--- src/rtl/core/scla_pkg.sv ---
// Types and constants shared by the command line assembler modules.
`timescale 1ns / 1ps
package scla_pkg;

	localparam int POS_W = 6;

	localparam logic OPC_RX_BYTE   = 1'b0;
	localparam logic OPC_LINK_IDLE = 1'b1;

	localparam logic [7:0] CH_LF    = 8'h0A;
	localparam logic [7:0] CH_CR    = 8'h0D;
	localparam logic [7:0] CH_SPACE = 8'h20;
	localparam logic [7:0] CH_QUOTE = 8'h22;
	localparam logic [7:0] CH_TAB   = 8'h09;
	localparam logic [7:0] CH_CTRL_WS_HI = 8'h0D;
	localparam logic [7:0] CH_PRINT_LO   = 8'h21;
	localparam logic [7:0] CH_PRINT_HI   = 8'h7E;

	typedef enum logic [1:0] {
		MODE_START,
		MODE_PROC,
		MODE_QUOTE,
		MODE_DISCARD
	} mode_t;

	typedef enum logic [1:0] {
		KIND_LINE,
		KIND_BAD_BYTE,
		KIND_QUOTE_EOL,
		KIND_OVERFLOW
	} kind_t;

	typedef enum logic {
		BK_IDLE,
		BK_DRAIN
	} bk_state_t;

	// One command for the back end: an error, or a line of count bytes.
	typedef struct packed {
		kind_t             kind;
		logic [POS_W-1:0]  count;
	} cmd_t;

	typedef struct packed {
		logic  valid;
		cmd_t  cmd;
	} cmd_slot_t;

endpackage

--- src/rtl/core/scla_ram.sv ---
// Generic single write port RAM with a registered read port.
`timescale 1ns / 1ps
module scla_ram #(
	parameter int WIDTH = 8,
	parameter int DEPTH = 64
) (
	input  logic                     clk,
	input  logic                     we,
	input  logic [$clog2(DEPTH)-1:0] waddr,
	input  logic [WIDTH-1:0]         wdata,
	input  logic                     re,
	input  logic [$clog2(DEPTH)-1:0] raddr,
	output logic [WIDTH-1:0]         rdata
);

	logic [WIDTH-1:0] mem_q [DEPTH];

	always_ff @(posedge clk) begin
		if (we) begin
			mem_q[waddr] <= wdata;
		end
		if (re) begin
			rdata <= mem_q[raddr];
		end
	end

endmodule

--- src/rtl/core/scla_front.sv ---
// Front end: accepts bytes, tracks the parse mode and fills the line store.
`timescale 1ns / 1ps
module scla_front
	import scla_pkg::*;
#(
	parameter int LINE_BUFFER_BYTES = 64
) (
	input  logic                                 clk,
	input  logic                                 arst_n,
	input  logic                                 s_tvalid,
	output logic                                 s_tready,
	input  logic [7:0]                           s_tdata,
	input  logic [0:0]                           s_tuser,
	input  logic                                 fifo_full,
	input  logic                                 line_busy,
	output cmd_slot_t                            push,
	output logic                                 ram_we,
	output logic [$clog2(LINE_BUFFER_BYTES)-1:0] ram_waddr,
	output logic [7:0]                           ram_wdata
);

	localparam int FW = $clog2(LINE_BUFFER_BYTES);

	mode_t          mode_q, mode_d, new_mode;
	logic [FW-1:0]  fill_q, fill_d, line_len;
	logic [7:0]     last_q, last_d, prev_q, prev_d;
	logic [7:0]     ch;
	logic           accept, eol, ws, gr, store;

	// A finished line must leave the store before the next one is built.
	assign s_tready = !fifo_full && !line_busy;
	assign accept = s_tvalid && s_tready;

	always_comb begin
		mode_d = mode_q;
		fill_d = fill_q;
		last_d = last_q;
		prev_d = prev_q;
		new_mode = mode_q;
		line_len = fill_q;
		ch = s_tdata;
		store = 1'b0;
		push.valid = 1'b0;
		push.cmd.kind = KIND_LINE;
		push.cmd.count = '0;
		eol = (s_tdata == CH_LF) || (s_tdata == CH_CR);
		ws = (s_tdata == CH_SPACE) || ((s_tdata >= CH_TAB) && (s_tdata <= CH_CTRL_WS_HI));
		gr = (s_tdata >= CH_PRINT_LO) && (s_tdata <= CH_PRINT_HI);

		if (accept) begin
			if (s_tuser[0] == OPC_LINK_IDLE) begin
				mode_d = MODE_START;
				fill_d = '0;
			end else if (mode_q == MODE_DISCARD) begin
				if (eol) begin
					mode_d = MODE_START;
				end
			end else if (!ws && !gr) begin
				push.valid = 1'b1;
				push.cmd.kind = KIND_BAD_BYTE;
				mode_d = MODE_DISCARD;
				fill_d = '0;
			end else if (eol) begin
				if (mode_q == MODE_QUOTE) begin
					push.valid = 1'b1;
					push.cmd.kind = KIND_QUOTE_EOL;
				end else if (mode_q != MODE_START) begin
					if ((fill_q != '0) && (last_q == CH_SPACE)) begin
						line_len = fill_q - 1'b1;
					end
					if (line_len != '0) begin
						push.valid = 1'b1;
						push.cmd.count = POS_W'(line_len);
					end
				end
				mode_d = MODE_START;
				fill_d = '0;
			end else begin
				store = 1'b1;
				if (ws) begin
					if (mode_q == MODE_START) begin
						store = 1'b0;
					end else if (mode_q != MODE_QUOTE) begin
						if ((fill_q != '0) && (last_q == CH_SPACE)) begin
							store = 1'b0;
						end
						ch = CH_SPACE;
					end
				end
				if (store && (ch == CH_QUOTE)) begin
					if (mode_q == MODE_QUOTE) begin
						if ((fill_q != '0) && (last_q == CH_QUOTE)) begin
							// Empty quote pair: take back the opening quote.
							store = 1'b0;
							fill_d = fill_q - 1'b1;
							last_d = prev_q;
							mode_d = (fill_q != FW'(1)) ? MODE_PROC : MODE_START;
						end else begin
							new_mode = (fill_q != '0) ? MODE_PROC : MODE_START;
						end
					end else begin
						new_mode = MODE_QUOTE;
					end
				end
				if (store) begin
					if (fill_q >= FW'(LINE_BUFFER_BYTES - 1)) begin
						push.valid = 1'b1;
						push.cmd.kind = KIND_OVERFLOW;
						mode_d = MODE_DISCARD;
						fill_d = '0;
						store = 1'b0;
					end else begin
						fill_d = fill_q + 1'b1;
						last_d = ch;
						prev_d = last_q;
						mode_d = (new_mode == MODE_START) ? MODE_PROC : new_mode;
					end
				end
			end
		end
	end

	assign ram_we = store;
	assign ram_waddr = fill_q;
	assign ram_wdata = ch;

	always_ff @(posedge clk or negedge arst_n) begin
		if (!arst_n) begin
			mode_q <= MODE_START;
			fill_q <= '0;
		end else begin
			mode_q <= mode_d;
			fill_q <= fill_d;
		end
	end

	always_ff @(posedge clk) begin
		last_q <= last_d;
		prev_q <= prev_d;
	end

endmodule

--- src/rtl/core/scla_cmd_fifo.sv ---
// Two entry command queue between the front end and the back end.
`timescale 1ns / 1ps
module scla_cmd_fifo
	import scla_pkg::*;
(
	input  logic      clk,
	input  logic      arst_n,
	input  cmd_slot_t push,
	input  logic      pop,
	output cmd_slot_t head,
	output logic      full,
	output logic      has_line
);

	cmd_t  mem_q [2];
	logic  vld_q [2];
	logic  wr_ptr_q, rd_ptr_q;

	assign head.valid = vld_q[rd_ptr_q];
	assign head.cmd = mem_q[rd_ptr_q];
	assign full = vld_q[0] && vld_q[1];

	always_comb begin
		has_line = 1'b0;
		for (int i = 0; i < 2; i++) begin
			if (vld_q[i] && (mem_q[i].kind == KIND_LINE)) begin
				has_line = 1'b1;
			end
		end
	end

	always_ff @(posedge clk or negedge arst_n) begin
		if (!arst_n) begin
			vld_q[0] <= 1'b0;
			vld_q[1] <= 1'b0;
			wr_ptr_q <= 1'b0;
			rd_ptr_q <= 1'b0;
		end else begin
			if (push.valid && !full) begin
				vld_q[wr_ptr_q] <= 1'b1;
				wr_ptr_q <= !wr_ptr_q;
			end
			if (pop && head.valid) begin
				vld_q[rd_ptr_q] <= 1'b0;
				rd_ptr_q <= !rd_ptr_q;
			end
		end
	end

	always_ff @(posedge clk) begin
		if (push.valid && !full) begin
			mem_q[wr_ptr_q] <= push.cmd;
		end
	end

endmodule

--- src/rtl/core/scla_back.sv ---
// Back end: turns queued commands into result items, reading lines from the store.
`timescale 1ns / 1ps
module scla_back
	import scla_pkg::*;
#(
	parameter int LINE_BUFFER_BYTES = 64
) (
	input  logic                                 clk,
	input  logic                                 arst_n,
	input  cmd_slot_t                            head,
	output logic                                 pop,
	output logic                                 draining,
	output logic                                 ram_re,
	output logic [$clog2(LINE_BUFFER_BYTES)-1:0] ram_raddr,
	input  logic [7:0]                           ram_rdata,
	output logic                                 m_tvalid,
	input  logic                                 m_tready,
	output logic [1:0]                           m_tuser,
	output logic [7:0]                           m_byte,
	output logic [POS_W-1:0]                     m_pos,
	output logic                                 m_tlast
);

	localparam int FW = $clog2(LINE_BUFFER_BYTES);

	bk_state_t         state_q, state_d;
	logic [POS_W-1:0]  rd_idx_q, cnt_q, pos_s1;
	logic              in_flight_s1, last_s1;
	logic              out_valid_q, out_last_q;
	kind_t             out_kind_q;
	logic [7:0]        out_byte_q;
	logic [POS_W-1:0]  out_pos_q;
	logic              load_ok, load_line, load_err, issue, start_line, issue_last;

	always_comb begin
		state_d = state_q;
		load_ok = !out_valid_q || m_tready;
		load_line = in_flight_s1 && load_ok;
		start_line = 1'b0;
		load_err = 1'b0;
		issue = 1'b0;
		issue_last = (rd_idx_q == cnt_q - 1'b1);
		unique case (state_q)
			BK_IDLE: begin
				if (head.valid && (head.cmd.kind == KIND_LINE)) begin
					start_line = 1'b1;
					state_d = BK_DRAIN;
				end else if (head.valid && !in_flight_s1 && load_ok) begin
					load_err = 1'b1;
				end
			end
			BK_DRAIN: begin
				if (!in_flight_s1 || load_line) begin
					issue = 1'b1;
					if (issue_last) begin
						state_d = BK_IDLE;
					end
				end
			end
			default: state_d = BK_IDLE;
		endcase
	end

	assign pop = start_line || load_err;
	assign draining = (state_q == BK_DRAIN);
	assign ram_re = issue;
	assign ram_raddr = rd_idx_q[FW-1:0];

	assign m_tvalid = out_valid_q;
	assign m_tuser = out_kind_q;
	assign m_byte = out_byte_q;
	assign m_pos = out_pos_q;
	assign m_tlast = out_last_q;

	always_ff @(posedge clk or negedge arst_n) begin
		if (!arst_n) begin
			state_q <= BK_IDLE;
			in_flight_s1 <= 1'b0;
			out_valid_q <= 1'b0;
		end else begin
			state_q <= state_d;
			in_flight_s1 <= issue || (in_flight_s1 && !load_line);
			if (load_line || load_err) begin
				out_valid_q <= 1'b1;
			end else if (m_tready) begin
				out_valid_q <= 1'b0;
			end
		end
	end

	always_ff @(posedge clk) begin
		if (start_line) begin
			rd_idx_q <= '0;
			cnt_q <= head.cmd.count;
		end else if (issue) begin
			rd_idx_q <= rd_idx_q + 1'b1;
		end
		if (issue) begin
			pos_s1 <= rd_idx_q;
			last_s1 <= issue_last;
		end
		if (load_line) begin
			out_kind_q <= KIND_LINE;
			out_byte_q <= ram_rdata;
			out_pos_q <= pos_s1;
			out_last_q <= last_s1;
		end else if (load_err) begin
			out_kind_q <= head.cmd.kind;
			out_byte_q <= '0;
			out_pos_q <= '0;
			out_last_q <= 1'b1;
		end
	end

endmodule

--- src/rtl/core/shell_command_line_assembler_top.sv ---
// Top level of the serial console command line assembler.
// Usage:
// Console bytes enter on the slave stream, one item per byte, with tuser set to 0.
// An item with tuser set to 1 reports that the link went inactive: the parser
// returns to its start mode and forgets the partial line, with no result.
// Result items leave on the master stream. tuser gives the kind (line byte or one
// of three errors), tdata the line byte and its position, tlast marks the final
// byte of a line and every error item.
// Throughput: one input item per cycle while a line is being gathered. When a
// line end completes a line, the input stalls until the back end has read the
// whole line from the line store, one byte per cycle through its registered read
// port while the receiver takes the bytes. Errors pass through a two entry
// command queue and do not stall input unless it is full.
// With the output register free, an error item moves from the queue into the
// output register; a line's first byte passes the queue, the back end's drain
// state, the line store's read register and the output register in that order.
// Reset clears the parse mode, fill count, queue and output register; the line
// store needs no clearing. When the receiver stalls, the output register holds its
// item, the queue fills, and the input is held off in turn; nothing is dropped.
`timescale 1ns / 1ps
module shell_command_line_assembler_top
	import scla_pkg::*;
#(
	parameter int LINE_BUFFER_BYTES = 64
) (
	input  logic        clk,
	input  logic        arst_n,
	input  logic        s_tvalid,
	output logic        s_tready,
	input  logic [7:0]  s_tdata,   // [7:0] rx_byte
	input  logic [0:0]  s_tuser,   // [0] opcode
	output logic        m_tvalid,
	input  logic        m_tready,
	output logic [15:0] m_tdata,   // [7:0] line_byte, [13:8] byte_position, [15:14] zero
	output logic [1:0]  m_tuser,   // [1:0] result_kind
	output logic        m_tlast    // last_of_line
);

	localparam int FW = $clog2(LINE_BUFFER_BYTES);

	cmd_slot_t         push, head;
	logic              fifo_full, has_line, pop, draining, line_busy;
	logic              ram_we, ram_re;
	logic [FW-1:0]     ram_waddr, ram_raddr;
	logic [7:0]        ram_wdata, ram_rdata, m_byte;
	logic [POS_W-1:0]  m_pos;

	// The front may not write the store while a finished line waits or drains.
	assign line_busy = has_line || draining;

	scla_front #(
		.LINE_BUFFER_BYTES(LINE_BUFFER_BYTES)
	) u_front (
		.clk       (clk),
		.arst_n    (arst_n),
		.s_tvalid  (s_tvalid),
		.s_tready  (s_tready),
		.s_tdata   (s_tdata),
		.s_tuser   (s_tuser),
		.fifo_full (fifo_full),
		.line_busy (line_busy),
		.push      (push),
		.ram_we    (ram_we),
		.ram_waddr (ram_waddr),
		.ram_wdata (ram_wdata)
	);

	scla_ram #(
		.WIDTH (8),
		.DEPTH (LINE_BUFFER_BYTES)
	) u_line_store (
		.clk   (clk),
		.we    (ram_we),
		.waddr (ram_waddr),
		.wdata (ram_wdata),
		.re    (ram_re),
		.raddr (ram_raddr),
		.rdata (ram_rdata)
	);

	scla_cmd_fifo u_fifo (
		.clk      (clk),
		.arst_n   (arst_n),
		.push     (push),
		.pop      (pop),
		.head     (head),
		.full     (fifo_full),
		.has_line (has_line)
	);

	scla_back #(
		.LINE_BUFFER_BYTES(LINE_BUFFER_BYTES)
	) u_back (
		.clk       (clk),
		.arst_n    (arst_n),
		.head      (head),
		.pop       (pop),
		.draining  (draining),
		.ram_re    (ram_re),
		.ram_raddr (ram_raddr),
		.ram_rdata (ram_rdata),
		.m_tvalid  (m_tvalid),
		.m_tready  (m_tready),
		.m_tuser   (m_tuser),
		.m_byte    (m_byte),
		.m_pos     (m_pos),
		.m_tlast   (m_tlast)
	);

	assign m_tdata = {2'b00, m_pos, m_byte};

endmodule

--- config.mk ---
export PLATFORM = sky130hd
export DESIGN_NAME = shell_command_line_assembler_top
export DESIGN_NICKNAME = d
export VERILOG_FILES = /design/src/rtl/core/scla_pkg.sv /design/src/rtl/core/scla_ram.sv /design/src/rtl/core/scla_front.sv /design/src/rtl/core/scla_cmd_fifo.sv /design/src/rtl/core/scla_back.sv /design/src/rtl/core/shell_command_line_assembler_top.sv
export SDC_FILE = /design/constraint.sdc
export NUM_CORES = 1
export LEC_CHECK = 0
export BUFFER_PORTS_ARGS = -buffer_cell sky130_fd_sc_hd__buf_2
export CORE_MARGIN = 2
export CORE_UTILIZATION = 52
export DETAILED_ROUTE_END_ITERATION = 10
export HOLD_SLACK_MARGIN = 0.12
export PLACE_DENSITY = 0.8
export SLEW_MARGIN = 25
export SYNTH_ARGS = -nofsm -noshare
export SYNTH_HDL_FRONTEND = slang
export SYNTH_SLANG_ARGS = --single-unit
export TNS_END_PERCENT = 20
--- constraint.sdc ---
create_clock -name clk -period 3.8 [get_ports clk]
set_input_delay 0.38 -clock clk [delete_from_list [all_inputs] [get_ports clk]]
set_output_delay 0.38 -clock clk [all_outputs]
set_load 0.03 [all_outputs]
# Word level (Yosys, flattened, before mapping)
# Memories as Yosys holds them, arrays and structs flattened. A register that Yosys moved wholly into a read port is not among the register bits.
# Index checks and enable logic that the tools add are counted.
# op_classes
addsub,4
order_cmp,9
n_eq_ne,13
muxes,129
n_bitwise,11
reduce_logical,54
# op_table
cell,count
8-bit 2-to-1 mux,20
6-bit 2-to-1 mux,24
1-bit 2-to-1 mux,53
2-bit 2-to-1 mux,22
8-bit by 6-bit equality test with 1-bit output (second input constant),4
9-bit 2-to-1 mux,3
1-bit logical AND,20
8-bit by 4-bit equality test with 1-bit output (second input constant),2
5-bit AND reduction,3
5-bit nonzero test,3
6-bit by 1-bit adder with 6-bit output (second input constant),2
3-bit 2-to-1 mux,4
6-bit nonzero test,2
6-bit by 1-bit subtractor with 6-bit output (second input constant),2
2-bit zero test,5
1-bit zero test,9
8-bit by 4-bit >= comparator with 1-bit output (second input constant),1
8-bit by 6-bit >= comparator with 1-bit output (second input constant),1
8-bit by 4-bit less-or-equal comparator with 1-bit output (second input constant),1
8-bit by 7-bit less-or-equal comparator with 1-bit output (second input constant),1
1-bit logical OR,8
7-bit AND reduction,1
6-bit equality test,1
6-bit >= comparator (second input constant),1
other kinds (14),27
# word_totals
regBits,67
ramBits,528
inputBits,13
out_inout_bits,21
memories,2
# mem_list
memory,depth,word_bits,rd,rd_ports_with_merged_regs,write_ports,line,rtl
u_line_store.mem_q,64,8,1,1,1,scla_ram.sv:16,logic [WIDTH-1:0] mem_q [DEPTH];
u_fifo.mem_q,2,8,3,0,1,scla_cmd_fifo.sv:15,cmd_t mem_q [2];

# Logic depth before layout (Yosys ltp)
# logic_depth
depth_word,29
depth_mapped,11
ltp_nobuf,8

# By module
# From an unflattened synthesis, not the netlist that was laid out.
# hier_totals
hier_cells,1390
area_unflattened_um2,24731.2
# modules_own_cells
module,instances,cells_per_inst,area_each_um2
scla_ram,1,972,20270.7
scla_front,1,243,2009.4
scla_back,1,125,1609.0
scla_cmd_fifo,1,46,817.0
shell_command_line_assembler_top,1,4,25.0

# Least setup slack after synthesis
# OpenSTA, ideal clock, no wires.
# synth_path
path_kind,input port to flip-flop
from,input s_tdata[2]
to,"memory u_line_store.mem_q[0][2], data pin"
t_arrival_ns,3.112
path_slack_ns,0.173
cell_stages,5
path_cell_list,clkbuf_1 -> or3b_2 -> a211oi_4 -> nor3_1 -> nor2b_1
# synth_between
elab_chain_cells,14
# synth_lines
element,line,rtl
from (decl),shell_command_line_assembler_top.sv:30,"input logic [7:0] s_tdata,"
8-bit by 4-bit >= comparator with 1-bit output / 8-bit by 4-bit less-or-equal comparator with 1-bit output (equally long branches),scla_front.sv:47,ws = (s_tdata == CH_SPACE) || ((s_tdata >= CH_TAB) && (s_tdata <= CH_CTRL_WS_HI));
1-bit logical AND,scla_front.sv:47,
1-bit logical OR,scla_front.sv:47,
8-bit 2-to-1 mux,scla_front.sv:80,if (ws) begin
8-bit 2-to-1 mux,scla_front.sv:63,end else if (eol) begin
8-bit 2-to-1 mux,scla_front.sv:58,end else if (!ws && !gr) begin
8-bit 2-to-1 mux,scla_front.sv:54,end else if (mode_q == MODE_DISCARD) begin
8-bit 2-to-1 mux,scla_front.sv:51,if (s_tuser[0] == OPC_LINK_IDLE) begin
8-bit 2-to-1 mux,scla_front.sv:50,if (accept) begin
8-bit 2-to-1 mux,scla_front.sv:63,
8-bit 2-to-1 mux,scla_front.sv:58,
8-bit 2-to-1 mux,scla_front.sv:54,
8-bit 2-to-1 mux,scla_front.sv:51,
8-bit 2-to-1 mux *,scla_front.sv:50,
via ram_wdata[2],shell_command_line_assembler_top.sv:45,"logic [7:0] ram_wdata, ram_rdata, m_byte;"
to (decl),scla_ram.sv:16,
# The timed path passes the listed nets; every way through them passes the cells marked *. The select of a mux whose other input is x is not followed.

# Worst setup path after layout
# layout_path
from,register u_fifo.vld_q[0] (netlist bit)
to,memory u_line_store.mem_q[51][1] (enable)
# layout_between
elab_chain_cells,9
# layout_lines
element,line,rtl
from (decl),scla_cmd_fifo.sv:16,logic vld_q [2];
1-bit logical AND,scla_cmd_fifo.sv:26,if (vld_q[i] && (mem_q[i].kind == KIND_LINE)) begin
1-bit 2-to-1 mux,scla_cmd_fifo.sv:26,
1-bit logical OR,shell_command_line_assembler_top.sv:49,assign line_busy = has_line || draining;
1-bit zero test,scla_front.sv:31,assign s_tready = !fifo_full && !line_busy;
1-bit logical AND *,scla_front.sv:31,
1-bit logical AND *,scla_front.sv:32,assign accept = s_tvalid && s_tready;
1-bit 2-to-1 mux *,scla_front.sv:50,
1-bit 2-to-1 mux *,scla_ram.sv:19,if (we) begin
1-bit 2-to-1 mux (not written as such) *,scla_ram.sv:20,mem_q[waddr] <= wdata;
# Every way passes the cells marked *; elsewhere a longest branch is shown, timed or not.

==> impl_metrics.json <==
{
  "path_clk_slew_ns": 0.06,
  "status": "finished clean",
  "wl_met2_mm": 26.9,
  "yosys-top-cells-count": "580 x edfxtp_1, 168 x mux4_2, 95 x nor2_1",
  "yosysSeqAreaShare_pct": 74.2,
  "finalClockSkew_ns": 0.0333,
  "finalCritPeriodShare_pct": 92.9,
  "grt_start_max_net_pins": 66,
  "hold_path.class": "input pin to flip-flop",
  "cts_resized": 0,
  "synth_area_leader_cell": "edfxtp_1",
  "remaining_drc_errors": 0,
  "peakVddDrop_v": 0.000459,
  "drv_cap": 0,
  "start_kind": "flip-flop",
  "cts.sinks": 603,
  "drive_gt1_share_pct": 27.9,
  "criticalPathCategory": "flip-flop to flip-flop",
  "die_area_mm2": 0.0483,
  "rsz0062_at_grt": "false",
  "cts_tree": "done",
  "dr.pass1.iters": 5,
  "num_rows": 79,
  "worst_pin_slew_ns": 1.12,
  "grtUsageTotal_pct": 23.3,
  "grt_pass1_vias": 12100,
  "portBuffers": 31,
  "stdcell_count": 1944,
  "wl_per_cell_um": 28.1,
  "wl_mm": 54.5,
  "wl_met3_mm": 5.37,
  "grt-ovfl-total": 0,
  "vias": 12400,
  "rrSetupSlack_ns": 0.27,
  "async_reset_ff_share_pct": 2.49,
  "syn_area_per_cell_um2": 20.2,
  "critPathMaxStageDelay_ns": 0.60,
  "clockBufferDepth": 3,
  "viasPerCell": 6.37,
  "gp_congestion": 0.852,
  "yosysTopAreaCellShare_pct": 72.0,
  "p_leak_nw": 8.70,
  "synth_seq_cells": 603,
  "dp.cells": 1836,
  "yosys_warnings": 0,
  "cp_data_arrival_time_ns": 3.78,
  "dpl.hpwl_mm": 31.8,
  "numCtsBuffers": 58,
  "synth_area_mm2": 0.0242,
  "grt_pass1_wl_mm": 81.0,
  "chipHeight_um": 220,
  "drt_iter0_markers": 1708,
  "synth_edf_count": 580,
  "maxSlewViolCount": 0,
  "post-cts-setup-buffer-count": 0,
  "cp_max_fo": 8,
  "yosysMostFrequentCell": "edfxtp_1",
  "floorplan.initialDensity_pct": 52.3,
  "slew-limit-headroom_pct": 25.3,
  "synth-main-ff-cell": "edfxtp_1",
  "wl_met1_mm": 20.8,
  "critPathBufInv": 1,
  "hold_viol": 0,
  "max_clock_freq_mhz": 283,
  "core-area_mm2": 0.0463,
  "routed.top_layer": "met5",
  "cpMaxStageDelayCell": "nor2_1",
  "num-fill-cells": 3136,
  "h-tree-depth": 2,
  "clk_latency_ns": 0.64,
  "netlist-cell-type-count": 63,
  "clock-root-buffer": "clkbuf_16",
  "worstPathCellList": "o21bai_1, a2111o_1, or3b_1, a211oi_4, and3_1, buf_4, nand4b_4, nor2_1",
  "end_kind": "flip-flop",
  "setup_viol_count_final": 0,
  "syn_inst": 1199,
  "crit_required_ns": 4.04,
  "path_delay_family": "simple AND/OR/NAND/NOR gates",
  "layout_min_cycle_time_ns": 3.53,
  "p_per_area_mw_per_mm2": 656,
  "fin_setup_tns_ns": 0,
  "antenna_found_initial": 4,
  "io_pins": 34,
  "ys_top_cells_by_area": "edfxtp_1 72%, mux4_2 16%, dfrtp_1 1.6%, nor2_1 1.5%, clkbuf_1 0.67%",
  "fp.dieW_um": 220,
  "nNetsFinal": 1310,
  "ant_nets": 0,
  "area_delta_synth_final_pct": 12.5
}
what timing repair did:
action,in CTS,in global routing
hold buffers,2,0
setup endpoints to repair,0,0
endpoints found under the hold margin,16,0
metal layers:
layer	track usage (%)	up-vias
li1	-	5078
met1	32.2	6444
met2	37.4	775
met3	4.98	89
met4	7.99	4
met5	0	-
cells by family (layout without fill, tap and decap cells):
group                      Yosys count  count (layout)  share of synthesized area (%)
muxes                              182             182                           16.2
DFF                                603             603                           74.2
xor gates and xnor gates            24              24                          0.869
other                                1               4                         0.0155
adders and majority gates            6               6                          0.310
buffers and inverters               80             215                           1.39
AOI/OAI and AO/OA                   73              73                           2.04
and+or+nand+nor                    230             230                           4.94
path summary, 6_finish.rpt:
path                                                      from                                   to  cells past startpoint
worst max-delay path                 u_fifo.vld_q[0]$_DFF_PN0_  u_line_store.mem_q[51][1]$_DFFE_PP_                      8
worst min-delay path                                s_tdata[3]          u_front.last_q[3]$_DFFE_PP_                      3
worst max register to register       u_fifo.vld_q[0]$_DFF_PN0_  u_line_store.mem_q[51][1]$_DFFE_PP_                      8
worst min register to register  u_back.m_tuser[1]$_SDFFE_PP0P_       u_back.m_tuser[1]$_SDFFE_PP0P_                      2
max in group asynchronous                               arst_n     u_front.ram_waddr[0]$_DFFE_PN0P_                      2
min in group asynchronous                               arst_n        u_front.mode_q[1]$_DFFE_PN0P_                      2
layout make-up:
class	instances	area (um2)	share of cell area, %
Antenna cell	2	5.00	0.0184
Clock buffer	76	1540	5.66
Clock inverter	28	199	0.731
Inverter	9	33.8	0.124
Multi-Input combinational cell	517	5950	21.8
Sequential cell	603	18000	66.0
Tap cell	607	759	2.79
Timing Repair Buffer	102	781	2.87
cell usage in the layout, fill, tap and decap left out, types with 17 or more instances in the layout:
cell type  synthesis  routed
buf_2             14      31
edfxtp_1         580     580
o21ai_0           17      17
buf_4              3      62
mux4_2           168     168
nor2_1            95      95
nand2_1           28      28
and2_1            17      17
a21oi_1           19      18
clkbuf_16          0      59
clkbuf_1          43      17
tightest hold or removal path, cell delays in order:
cell     delay, ns
buf_2         0.15
nand3_1       0.09
o21ai_0       0.08
metrics by stage:
stage               setup slack [ns]  power [W]  utilization [%]  cell area, um2  hold WS (ns)
floorplan                      0.173     0.0111                -           24200        0.0844
global placement               0.431     0.0125             55.0           25500         0.317
detailed placement             0.347     0.0126             55.0           25500         0.318
CTS                            0.312     0.0179             58.8           27200         0.163
global route                   0.157     0.0184             58.8           27200         0.229
finish                         0.268     0.0179             58.9           27200         0.189
state kept, by name, indices dropped and copies added (netlist names), 8 cells and up:
| signal | flops |
|---|---|
| u_line_store.mem_q | 512 |
| u_fifo.mem_q | 16 |
| u_back.m_byte | 8 |
| u_front.last_q | 8 |
| u_front.prev_q | 8 |
| u_line_store.rdata | 8 |
where the power goes:
group          switching (W)  internal, W
logic                0.00234      0.00227
clock network        0.00236      0.00297
registers           0.000375      0.00756
Power figures use the tool's default switching activity.
